`config.mk`:
```
export PLATFORM = sky130hd
export DESIGN_NAME = moving_window_valid_count_core
export DESIGN_NICKNAME = d
export VERILOG_FILES = /design/src/rtl/mwvc_pkg.sv /design/src/rtl/mwvc_front.sv /design/src/rtl/mwvc_queue.sv /design/src/rtl/mwvc_back.sv /design/src/rtl/moving_window_valid_count_core.sv
export SDC_FILE = /design/constraint.sdc
export NUM_CORES = 1
export LEC_CHECK = 0
export BUFFER_PORTS_ARGS = -buffer_cell sky130_fd_sc_hd__buf_2
export CAP_MARGIN = 15
export CORE_UTILIZATION = 50
export CTS_CLUSTER_DIAMETER = 100
export DETAILED_ROUTE_END_ITERATION = 8
export PLACE_DENSITY_LB_ADDON = 0.1
export SYNTH_ARGS = -nofsm -noshare
export SYNTH_HDL_FRONTEND = slang
export SYNTH_SLANG_ARGS = --single-unit
```
`constraint.sdc`:
```
create_clock -name clk -period 7.2 [get_ports clk]
set_input_delay 0.72 -clock clk [delete_from_list [all_inputs] [get_ports clk]]
set_output_delay 0.72 -clock clk [all_outputs]
set_load 0.02 [all_outputs]
```
`src/rtl/mwvc_pkg.sv`:
```
// Package for the moving-window valid count core.
// Holds the configuration layout, register index codes, the command passed from the
// front end to the back end, and the result layout. No dependencies.
`default_nettype none

package mwvc_pkg;

	// Largest window the flag shift register can hold
	localparam int MAX_WINDOW_DEF = 32;

	// Depth of the command queue between the front and back ends
	localparam int QUEUE_DEPTH = 4;

	// Configuration register indexes
	localparam logic [2:0] REG_WINDOW_SIZE    = 3'd0;
	localparam logic [2:0] REG_STEP_SIZE      = 3'd1;
	localparam logic [2:0] REG_REMOVE_MISSING = 3'd2;
	localparam logic [2:0] REG_REDUCED_OUTPUT = 3'd3;
	localparam logic [2:0] REG_ALIGNMENT      = 3'd4;

	// Window alignment codes; any other code places the window right
	localparam logic [1:0] ALIGN_LEFT   = 2'd0;
	localparam logic [1:0] ALIGN_MIDDLE = 2'd1;

	typedef struct packed {
		logic [5:0]  window_size;
		logic [15:0] step_size;
		logic        remove_missing;
		logic        reduced_output;
		logic [1:0]  alignment;
	} cfg_t;

	// Per-item facts carried down the front pipeline beside the popcount
	typedef struct packed {
		logic [5:0] n;          // clamped window size
		logic [5:0] seen_n;     // min(samples seen, n)
		logic       ongrid;
		logic       emit_main;
		logic       fin;
		logic [5:0] flush;      // trailing NA positions to flush
		logic       remove_missing;
		logic       reduced;
	} tag_t;

	// Classified item handed to the back end
	typedef struct packed {
		logic [5:0] cnt;
		logic       na;
		logic       ongrid;
		logic       emit_main;
		logic       fin;
		logic [5:0] flush;
		logic       reduced;
	} cmd_t;

	// One result item
	typedef struct packed {
		logic [5:0] cnt;
		logic       na;
		logic       empty;
		logic       last;
	} res_t;

endpackage

`default_nettype wire

```
`src/rtl/mwvc_front.sv`:
```
// Front end of the moving-window valid count core: accepts samples, keeps the flag
// window, sample counter and grid phase, and counts missing flags in a registered tree.
// Depends on mwvc_pkg.
`default_nettype none

module mwvc_front #(
	parameter int MAX_WINDOW = mwvc_pkg::MAX_WINDOW_DEF
) (
	input  logic          clk,
	input  logic          arst_n,
	input  mwvc_pkg::cfg_t cfg,
	input  logic          in_valid,
	output logic          in_ready,
	input  logic          in_missing,
	input  logic          in_final,
	output logic          push,
	output mwvc_pkg::cmd_t push_cmd,
	input  logic          q_ready
);
	import mwvc_pkg::*;

	localparam int MW = MAX_WINDOW;
	localparam int NG = (MW + 7) / 8;
	localparam logic [6:0] MW7 = 7'(MW);

	// stream state
	logic [MW-1:0] window_q;
	logic [31:0]   seen_q;
	logic [15:0]   phase_q;

	// pipeline
	logic          v_s1, v_s2, v_s3;
	logic [MW-1:0] masked_s1;
	tag_t          tag_s1, tag_s2, tag_s3;
	logic [3:0]    grp_s2 [NG];
	logic [5:0]    missing_s3;

	logic          pipe_en, accept;
	logic [5:0]    n, p, d, flush;
	logic [31:0]   seen_nx;
	logic          full, ongrid, emit_main;
	logic [15:0]   ss, ph, ph_next;
	logic [16:0]   ph_inc;
	logic [MW:0]   win_cat;
	logic [MW-1:0] win_nx, mask;
	logic [3:0]    grp_c [NG];
	logic [6:0]    miss_sum;
	logic [5:0]    present;

	// whole pipeline advances together; stalls only when the last stage cannot push
	assign pipe_en  = !v_s3 || q_ready;
	assign in_ready = pipe_en;
	assign accept   = in_valid && pipe_en;

	// classify the incoming sample
	always_comb begin
		if (cfg.window_size == '0)
			n = 6'd1;
		else if ({1'b0, cfg.window_size} > MW7)
			n = MW7[5:0];
		else
			n = cfg.window_size;

		unique case (cfg.alignment)
			ALIGN_LEFT:   p = '0;
			ALIGN_MIDDLE: p = n >> 1;
			default:      p = n - 6'd1;
		endcase
		d = n - 6'd1 - p;

		seen_nx = (seen_q == '1) ? seen_q : seen_q + 32'd1;
		full    = seen_nx >= {26'd0, n};

		ss      = (cfg.step_size == '0) ? 16'd1 : cfg.step_size;
		ph      = (phase_q >= ss) ? 16'd0 : phase_q;
		ph_inc  = {1'b0, ph} + 17'd1;
		ph_next = (ph_inc >= {1'b0, ss}) ? 16'd0 : ph_inc[15:0];
		ongrid  = full && (ph == '0);

		emit_main = seen_nx > {26'd0, d};
		if (!in_final)
			flush = '0;
		else if (seen_nx < {26'd0, d})
			flush = seen_nx[5:0];
		else
			flush = d;

		win_cat = {window_q, in_missing};
		win_nx  = win_cat[MW-1:0];
		for (int i = 0; i < MW; i++)
			mask[i] = 7'(i) < {1'b0, n};
	end

	// stream state; cleared after the last sample of a vector
	always_ff @(posedge clk or negedge arst_n) begin
		if (!arst_n) begin
			window_q <= '0;
			seen_q   <= '0;
			phase_q  <= '0;
		end else if (accept) begin
			if (in_final) begin
				window_q <= '0;
				seen_q   <= '0;
				phase_q  <= '0;
			end else begin
				window_q <= win_nx;
				seen_q   <= seen_nx;
				if (full)
					phase_q <= ph_next;
			end
		end
	end

	// group popcounts of the masked window
	always_comb begin
		for (int g = 0; g < NG; g++) begin
			grp_c[g] = '0;
			for (int b = 0; b < 8; b++) begin
				if (g * 8 + b < MW)
					grp_c[g] = grp_c[g] + 4'(masked_s1[g * 8 + b]);
			end
		end
		miss_sum = '0;
		for (int g = 0; g < NG; g++)
			miss_sum = miss_sum + 7'(grp_s2[g]);
	end

	// stage valids
	always_ff @(posedge clk or negedge arst_n) begin
		if (!arst_n) begin
			v_s1 <= 1'b0;
			v_s2 <= 1'b0;
			v_s3 <= 1'b0;
		end else if (pipe_en) begin
			v_s1 <= accept;
			v_s2 <= v_s1;
			v_s3 <= v_s2;
		end
	end

	// stage payload
	always_ff @(posedge clk) begin
		if (pipe_en) begin
			masked_s1             <= win_nx & mask;
			tag_s1.n              <= n;
			tag_s1.seen_n         <= full ? n : seen_nx[5:0];
			tag_s1.ongrid         <= ongrid;
			tag_s1.emit_main      <= emit_main;
			tag_s1.fin            <= in_final;
			tag_s1.flush          <= flush;
			tag_s1.remove_missing <= cfg.remove_missing;
			tag_s1.reduced        <= cfg.reduced_output;
			grp_s2                <= grp_c;
			tag_s2                <= tag_s1;
			missing_s3            <= miss_sum[5:0];
			tag_s3                <= tag_s2;
		end
	end

	// final count and NA decision
	always_comb begin
		present = (tag_s3.seen_n >= missing_s3) ? tag_s3.seen_n - missing_s3 : 6'd0;
		push_cmd.ongrid    = tag_s3.ongrid;
		push_cmd.emit_main = tag_s3.emit_main;
		push_cmd.fin       = tag_s3.fin;
		push_cmd.flush     = tag_s3.flush;
		push_cmd.reduced   = tag_s3.reduced;
		if (tag_s3.remove_missing) begin
			push_cmd.cnt = present;
			push_cmd.na  = 1'b0;
		end else if (missing_s3 != '0) begin
			push_cmd.cnt = '0;
			push_cmd.na  = 1'b1;
		end else begin
			push_cmd.cnt = tag_s3.n;
			push_cmd.na  = 1'b0;
		end
	end

	assign push = v_s3 && q_ready;

endmodule

`default_nettype wire

```
`src/rtl/mwvc_queue.sv`:
```
// Command queue between the front and back ends of the moving-window valid count core.
// Small register FIFO with a combinational head. Depends on mwvc_pkg.
`default_nettype none

module mwvc_queue (
	input  logic           clk,
	input  logic           arst_n,
	input  logic           push,
	input  mwvc_pkg::cmd_t push_cmd,
	output logic           q_ready,
	output logic           q_valid,
	output mwvc_pkg::cmd_t head,
	input  logic           pop
);
	import mwvc_pkg::*;

	localparam int PW = (QUEUE_DEPTH > 1) ? $clog2(QUEUE_DEPTH) : 1;
	localparam int CW = $clog2(QUEUE_DEPTH + 1);
	localparam logic [PW-1:0] LAST_PTR = PW'(QUEUE_DEPTH - 1);
	localparam logic [CW-1:0] FULL_CNT = CW'(QUEUE_DEPTH);
	localparam logic [PW-1:0] PTR_ONE  = PW'(1);
	localparam logic [CW-1:0] CNT_ONE  = CW'(1);

	cmd_t          entry_q [QUEUE_DEPTH];
	logic [PW-1:0] wr_ptr_q, rd_ptr_q;
	logic [CW-1:0] count_q;

	assign q_ready = count_q != FULL_CNT;
	assign q_valid = count_q != '0;
	assign head    = entry_q[rd_ptr_q];

	// pointers and fill count
	always_ff @(posedge clk or negedge arst_n) begin
		if (!arst_n) begin
			wr_ptr_q <= '0;
			rd_ptr_q <= '0;
			count_q  <= '0;
		end else begin
			if (push)
				wr_ptr_q <= (wr_ptr_q == LAST_PTR) ? '0 : wr_ptr_q + PTR_ONE;
			if (pop)
				rd_ptr_q <= (rd_ptr_q == LAST_PTR) ? '0 : rd_ptr_q + PTR_ONE;
			if (push && !pop)
				count_q <= count_q + CNT_ONE;
			else if (pop && !push)
				count_q <= count_q - CNT_ONE;
		end
	end

	// entry storage
	always_ff @(posedge clk) begin
		if (push)
			entry_q[wr_ptr_q] <= push_cmd;
	end

	a_no_overflow: assert property (@(posedge clk) disable iff (!arst_n)
		push |-> (count_q != FULL_CNT || pop))
		else $error("queue push while full");

	a_no_underflow: assert property (@(posedge clk) disable iff (!arst_n)
		pop |-> (count_q != '0))
		else $error("queue pop while empty");

	a_count_bound: assert property (@(posedge clk) disable iff (!arst_n)
		count_q <= FULL_CNT)
		else $error("queue count beyond depth");

endmodule

`default_nettype wire

```
`src/rtl/mwvc_back.sv`:
```
// Back end of the moving-window valid count core: expands each command into its result
// items (grid result, held reduced result, trailing NA flush) through an output register.
// Depends on mwvc_pkg.
`default_nettype none

module mwvc_back (
	input  logic           clk,
	input  logic           arst_n,
	input  logic           q_valid,
	input  mwvc_pkg::cmd_t head,
	output logic           pop,
	output logic           out_valid,
	input  logic           out_ready,
	output mwvc_pkg::res_t out_res
);
	import mwvc_pkg::*;

	// slots of the command being expanded
	logic       a_v_q, b_v_q;
	res_t       a_q, b_q;
	logic [5:0] tail_q;
	// held grid result for reduced mode
	logic       pend_v_q, pend_na_q;
	logic [5:0] pend_cnt_q;
	// output register
	logic       out_v_q;
	res_t       out_q;

	logic       busy, single, out_go, can_load;
	res_t       emit_res;
	logic       ld_a_v, ld_b_v;
	res_t       ld_a, ld_b;
	logic [5:0] ld_tail;
	logic       upd_v, upd_na, pend_nx_v;
	logic [5:0] upd_cnt;

	// sequencing
	always_comb begin
		busy   = a_v_q || b_v_q || (tail_q != '0);
		single = (a_v_q && !b_v_q && tail_q == '0) ||
		         (!a_v_q && b_v_q && tail_q == '0) ||
		         (!a_v_q && !b_v_q && tail_q == 6'd1);
		out_go   = busy && (!out_v_q || out_ready);
		can_load = !busy || (out_go && single);
		pop      = q_valid && can_load;

		if (a_v_q)
			emit_res = a_q;
		else if (b_v_q)
			emit_res = b_q;
		else
			emit_res = '{cnt: 6'd0, na: 1'b1, empty: 1'b0, last: (tail_q == 6'd1)};
	end

	// expansion of the head command
	always_comb begin
		upd_v   = head.ongrid || pend_v_q;
		upd_cnt = head.ongrid ? head.cnt : pend_cnt_q;
		upd_na  = head.ongrid ? head.na : pend_na_q;
		if (!head.reduced) begin
			ld_a_v  = head.emit_main;
			ld_a    = '{cnt: head.ongrid ? head.cnt : 6'd0,
			            na: head.ongrid ? head.na : 1'b1,
			            empty: 1'b0,
			            last: head.fin && (head.flush == '0)};
			ld_b_v  = 1'b0;
			ld_b    = '{cnt: 6'd0, na: 1'b0, empty: 1'b1, last: 1'b1};
			ld_tail = head.flush;
			pend_nx_v = pend_v_q && !head.fin;
		end else begin
			ld_a_v  = head.ongrid && pend_v_q;
			ld_a    = '{cnt: pend_cnt_q, na: pend_na_q, empty: 1'b0, last: 1'b0};
			ld_b_v  = head.fin;
			if (upd_v)
				ld_b = '{cnt: upd_cnt, na: upd_na, empty: 1'b0, last: 1'b1};
			else
				ld_b = '{cnt: 6'd0, na: 1'b0, empty: 1'b1, last: 1'b1};
			ld_tail   = '0;
			pend_nx_v = upd_v && !head.fin;
		end
	end

	// control state
	always_ff @(posedge clk or negedge arst_n) begin
		if (!arst_n) begin
			a_v_q    <= 1'b0;
			b_v_q    <= 1'b0;
			tail_q   <= '0;
			pend_v_q <= 1'b0;
			out_v_q  <= 1'b0;
		end else begin
			if (pop) begin
				a_v_q    <= ld_a_v;
				b_v_q    <= ld_b_v;
				tail_q   <= ld_tail;
				pend_v_q <= pend_nx_v;
			end else if (out_go) begin
				if (a_v_q)
					a_v_q <= 1'b0;
				else if (b_v_q)
					b_v_q <= 1'b0;
				else
					tail_q <= tail_q - 6'd1;
			end
			if (out_go)
				out_v_q <= 1'b1;
			else if (out_ready)
				out_v_q <= 1'b0;
		end
	end

	// payload
	always_ff @(posedge clk) begin
		if (pop) begin
			a_q <= ld_a;
			b_q <= ld_b;
			if (head.reduced) begin
				pend_cnt_q <= upd_cnt;
				pend_na_q  <= upd_na;
			end
		end
		if (out_go)
			out_q <= emit_res;
	end

	assign out_valid = out_v_q;
	assign out_res   = out_q;

	a_load_when_free: assert property (@(posedge clk) disable iff (!arst_n)
		pop |-> (!busy || (out_go && single)))
		else $error("command loaded over unfinished expansion");

	a_empty_is_last: assert property (@(posedge clk) disable iff (!arst_n)
		(out_v_q && out_q.empty) |-> (out_q.last && out_q.cnt == '0 && !out_q.na))
		else $error("empty marker malformed");

endmodule

`default_nettype wire

```
`src/rtl/moving_window_valid_count_core.sv`:
```
// Moving-window valid count core: one sample in per cycle, held off while the command
// queue is full and the last front stage holds an item. Results reach m_axis through the
// 3 front stages with the popcount tree, the command queue, the back end slots and the
// output register. Throughput: one result item per cycle while m_axis_tready allows; an
// item that flushes k trailing NA positions holds the queue until those results are out.
// Reset: config returns to defaults, stream state and queue clear at once; no sweep.
`default_nettype none

module moving_window_valid_count_core #(
	parameter int MAX_WINDOW = mwvc_pkg::MAX_WINDOW_DEF
) (
	input  logic        clk,
	input  logic        arst_n,
	// configuration write port
	input  logic        cfg_write,
	input  logic [2:0]  cfg_index,
	input  logic [15:0] cfg_data,
	// sample stream
	input  logic        s_axis_tvalid,
	output logic        s_axis_tready,
	input  logic [7:0]  s_axis_tdata,   // [0] sample_missing
	input  logic        s_axis_tlast,   // final_sample
	// result stream
	output logic        m_axis_tvalid,
	input  logic        m_axis_tready,
	output logic [7:0]  m_axis_tdata,   // [5:0] valid_count
	output logic [1:0]  m_axis_tuser,   // [0] result_na, [1] empty_marker
	output logic        m_axis_tlast    // last_result
);
	import mwvc_pkg::*;

	cfg_t cfg_q;
	logic push, q_ready, q_valid, pop;
	cmd_t push_cmd, head;
	res_t out_res;

	// configuration registers
	always_ff @(posedge clk or negedge arst_n) begin
		if (!arst_n) begin
			cfg_q <= '{window_size: 6'd1, step_size: 16'd1, remove_missing: 1'b0,
			           reduced_output: 1'b0, alignment: 2'd0};
		end else if (cfg_write) begin
			unique case (cfg_index)
				REG_WINDOW_SIZE:    cfg_q.window_size    <= cfg_data[5:0];
				REG_STEP_SIZE:      cfg_q.step_size      <= cfg_data;
				REG_REMOVE_MISSING: cfg_q.remove_missing <= cfg_data[0];
				REG_REDUCED_OUTPUT: cfg_q.reduced_output <= cfg_data[0];
				REG_ALIGNMENT:      cfg_q.alignment      <= cfg_data[1:0];
				default: ;
			endcase
		end
	end

	mwvc_front #(
		.MAX_WINDOW(MAX_WINDOW)
	) u_front (
		.clk       (clk),
		.arst_n    (arst_n),
		.cfg       (cfg_q),
		.in_valid  (s_axis_tvalid),
		.in_ready  (s_axis_tready),
		.in_missing(s_axis_tdata[0]),
		.in_final  (s_axis_tlast),
		.push      (push),
		.push_cmd  (push_cmd),
		.q_ready   (q_ready)
	);

	mwvc_queue u_queue (
		.clk     (clk),
		.arst_n  (arst_n),
		.push    (push),
		.push_cmd(push_cmd),
		.q_ready (q_ready),
		.q_valid (q_valid),
		.head    (head),
		.pop     (pop)
	);

	mwvc_back u_back (
		.clk      (clk),
		.arst_n   (arst_n),
		.q_valid  (q_valid),
		.head     (head),
		.pop      (pop),
		.out_valid(m_axis_tvalid),
		.out_ready(m_axis_tready),
		.out_res  (out_res)
	);

	assign m_axis_tdata = {2'b00, out_res.cnt};
	assign m_axis_tuser = {out_res.empty, out_res.na};
	assign m_axis_tlast = out_res.last;

endmodule

`default_nettype wire

```
==> impl_metrics.toml <==
[timing]
timing_max_transition_violations_final = 0
timing.final.crit_share = 0.866
final-hold-violation-count = 0
finalWorstPathRequiredPeriod_ns = 6.24
worst_hold_slack_ns = 0.154
unrepaired_setup_endpoints_after_global_routing = "false"
worst_clock_skew_ns = 0.0153
maxClockFrequency_mhz = 160
maxSlewHeadroom = 0.315
finalSetupViolations = 0
worst_slew_pin_slew_ns = 1.03
final.setup.tns_ns = 0

[global_routing]
grt_pass1_wl_um = 57800
grt_max_degree = 84
globalRoute.totalOverflow = 0
overall_global_routing_resource_usage = 0.199
first_global_vias = 11185
number_of_antenna_violations_at_the_first_check_in_global_routing = 1

[logic_synthesis]
synth_flop_cell = "edfxtp_1"
yosysUniqueCellTypes = 80
combined_area_of_all_synthesized_cells_um2 = 17900
ys_top_cells_by_count = "edfxtp_1 (223), nand2_1 (195), dfrtp_1 (123)"
ys_seq_elements = 348
async_flop_share = 0.359
post-synth-top-area-cell = "edfxtp_1"
synth_enable_flop_cells = 223
yosys.area.top_type_share = 0.374
ys_seq_area_frac = 0.549
biggest_area_contributors_in_the_synthesized_netlist = "edfxtp_1 (37%), dfrtp_1 (17%), ha_1 (6.2%)"
synthesis.area_per_instance_um2 = 11.6
number_of_warning_messages_in_the_yosys_log = 0
yosysMostFrequentCell = "edfxtp_1"
syn-instance-count = 1542

[clocking]
clock_latency_of_the_later_clocked_register_in_the_worst_skew_pair_ns = 0.53
cts_hold_repair.buffers = 0
cts-htree-levels = 2
cts_tree = "done"
clkTransAtPathRegs_ns = 0.06
post-cts-setup-buffer-count = 0
clock-sinks = 348
clock_tree.root_cell = "clkbuf_16"
clk_path_buf_depth = 3
resized_gates_after_cts = 0
cts_buffers = 37

[detailed_routing]
drt_iter0_drc = 787
post_drt_via_cell_ratio = 5.60
ant_nets = 0
totalWireLength_um = 35200
detailedRoute.firstPassIterationCount = 5
route.detailed.drc = 0
num_vias = 11425
drt-wirelength-per-cell_um = 17.3

[pwr]
pwr_dens_nw_per_um2 = 390
power.leakage_nw = 8.35
worst_ir_drop_vdd_v = 0.000198

[worst_setup_path]
critPathRequiredTime_ns = 7.66
cp-start-kind = "register"
cp.arrival_ns = 6.69
setup.worst_path.class = "register to register"
critical_path.max_stage_delay_ns = 0.67
cpMaxStageDelayCell = "nor4b_1"
endpoint_kind = "register"
cp_max_fo = 8

[job]
cap_violations = 0

[worst_hold_path]
min-delay-path-class = "input port to asynchronous set/reset pin"

[die]
floorplan.core_area_um2 = 34900
io_pins = 46
num_rows = 68
die_width_um = 191
chipHeight_um = 191
floorplan.initialDensity = 0.513
die-area_um2 = 36500

[placement]
dp.final_hpwl_um = 24300
routabilityCongestion = 0.880
io_buffers = 36

[cells_and_area]
area.growth.synth_to_final_pct = 10.5
post_route_cells_drive_above_1_share = 0.109
fin_nets = 1705
seq_area_um2 = 9830
multi_input_comb_area_um2 = 7260
filler_cell_count = 2955
diodes = 0

[status]
status = "finished, final reports clean"
==> metal layers <==
metal | part of all wire | wire length, µm | global-route usage | up-vias
met5 | 0.00048 | 17 | 0 | -
met2 | 0.48 | 16900 | 0.332 | 191
met3 | 0.037 | 1300 | 0.0285 | 61
met4 | 0.021 | 738 | 0.0568 | 2
li1 | - | - | - | 5580
met1 | 0.46 | 16300 | 0.272 | 5591
==> critical path, delay by kind of cell, from the launching register on <==
| family | cells | cell delay (ns) |
|---|---|---|
| buffers and inverters | 3 | 0.50 |
| AND/OR/NAND/NOR | 8 | 2.23 |
| flip-flops | 1 | 0.37 |
| XOR/XNOR | 1 | 0.16 |
| adder cells (fa/ha/maj) | 3 | 0.68 |
| AO/OA/AOI/OAI | 13 | 2.25 |
==> report_power, final <==
| part | switching (mW) | leakage (nW) | internal, mW |
|---|---|---|---|
| sequential | 0.301 | 3.97 | 2.94 |
| clock | 0.784 | 0.670 | 1.29 |
| combinational | 1.45 | 3.71 | 0.956 |
| total | 2.53 | 8.35 | 5.18 |
==> registers in the layout (all words and copies together), names as in the netlist, 2 cells and up <==
name / cells
cfg_q: 26
u_back.a_q: 8
u_back.b_q: 8
u_back.out_res: 9
u_back.pend_cnt_q: 6
u_back.tail_q: 6
u_front.grp_s2: 16
u_front.masked_s1: 32
u_front.missing_s3: 6
u_front.phase_q: 16
u_front.push_cmd: 10
u_front.seen_q: 32
u_front.tag_s1: 23
u_front.tag_s2: 23
u_front.tag_s3: 13
u_front.window_q: 31
u_queue.count_q: 3
u_queue.entry_q: 68
u_queue.rd_ptr_q: 2
u_queue.wr_ptr_q: 2
==> kinds of logic (layout without fill, tap and decap cells) <==
| family | after synthesis | in the layout | synth area share |
|---|---|---|---|
| flip-flops | 348 | 348 | 0.549 |
| AND/OR/NAND/NOR | 498 | 498 | 0.146 |
| buffers and inverters | 194 | 238 | 0.0458 |
| other | 1 | 2 | 0.000210 |
| multiplexers | 49 | 49 | 0.0406 |
| adder cells (fa/ha/maj) | 114 | 114 | 0.0902 |
| XOR/XNOR | 48 | 48 | 0.0235 |
| AO/OA/AOI/OAI | 290 | 290 | 0.104 |
==> layout by cell type, fill, tap and decap left out, types with 14 or more instances in the layout <==
cell	Yosys	routed
a21oi_1	56	56
buf_2	9	35
fa_1	25	25
dfrtp_1	123	123
a21boi_0	15	15
mux2_2	17	17
buf_4	5	14
nor2b_1	23	23
ha_1	89	89
nand3_1	28	27
inv_1	120	120
xnor2_1	31	31
mux4_2	16	16
a22o_1	27	27
nor3_1	22	22
o21ai_0	92	92
nand3b_1	37	37
nor4_1	22	22
clkbuf_16	0	37
xor2_1	17	17
mux2i_1	14	14
nor2_1	62	61
nand2_1	195	194
nand2b_1	15	15
edfxtp_1	223	223
a21o_1	24	24
nand4_1	30	30
o21a_1	14	14
==> path summary, 6_finish.rpt <==
check	slack (ns)	endpoint	cells after the start	startpoint
max	0.96	u_front.phase_q[11]	28	cfg_q[13]
min	0.15	u_front.phase_q[8]	1	arst_n
max reg2reg	0.96	u_front.phase_q[11]	28	cfg_q[13]
min reg2reg	0.41	u_front.tag_s3[22]	0	u_front.tag_s2[22]
max in group asynchronous	5.71	u_front.window_q[2]	2	arst_n
min in group clk	0.40	cfg_q[14]	3	cfg_data[10]
==> area by class of cell <==
type	instances	area share
clock inverters	21	0.0160
repair buffers	50	0.0148
multi-input cells	1001	0.368
well taps	455	0.0288
flip-flops and latches	348	0.497
inverters	120	0.0228
clock buffers	47	0.0528
==> per-stage QoR <==
stage	cells	worst slack, ns	instance area [µm²]	power, mW	util
after global placement	1974	1.06	18400	5.62	0.528
after global routing	2042	0.654	19800	8.21	0.566
after CTS	2042	0.952	19800	7.81	0.566
after floorplan	1543	1.55	17900	5.05	-
after detailed placement	1974	1.02	18400	5.70	0.528
final	2042	0.963	19800	7.71	0.566
Power figures use the tool's default switching activity.
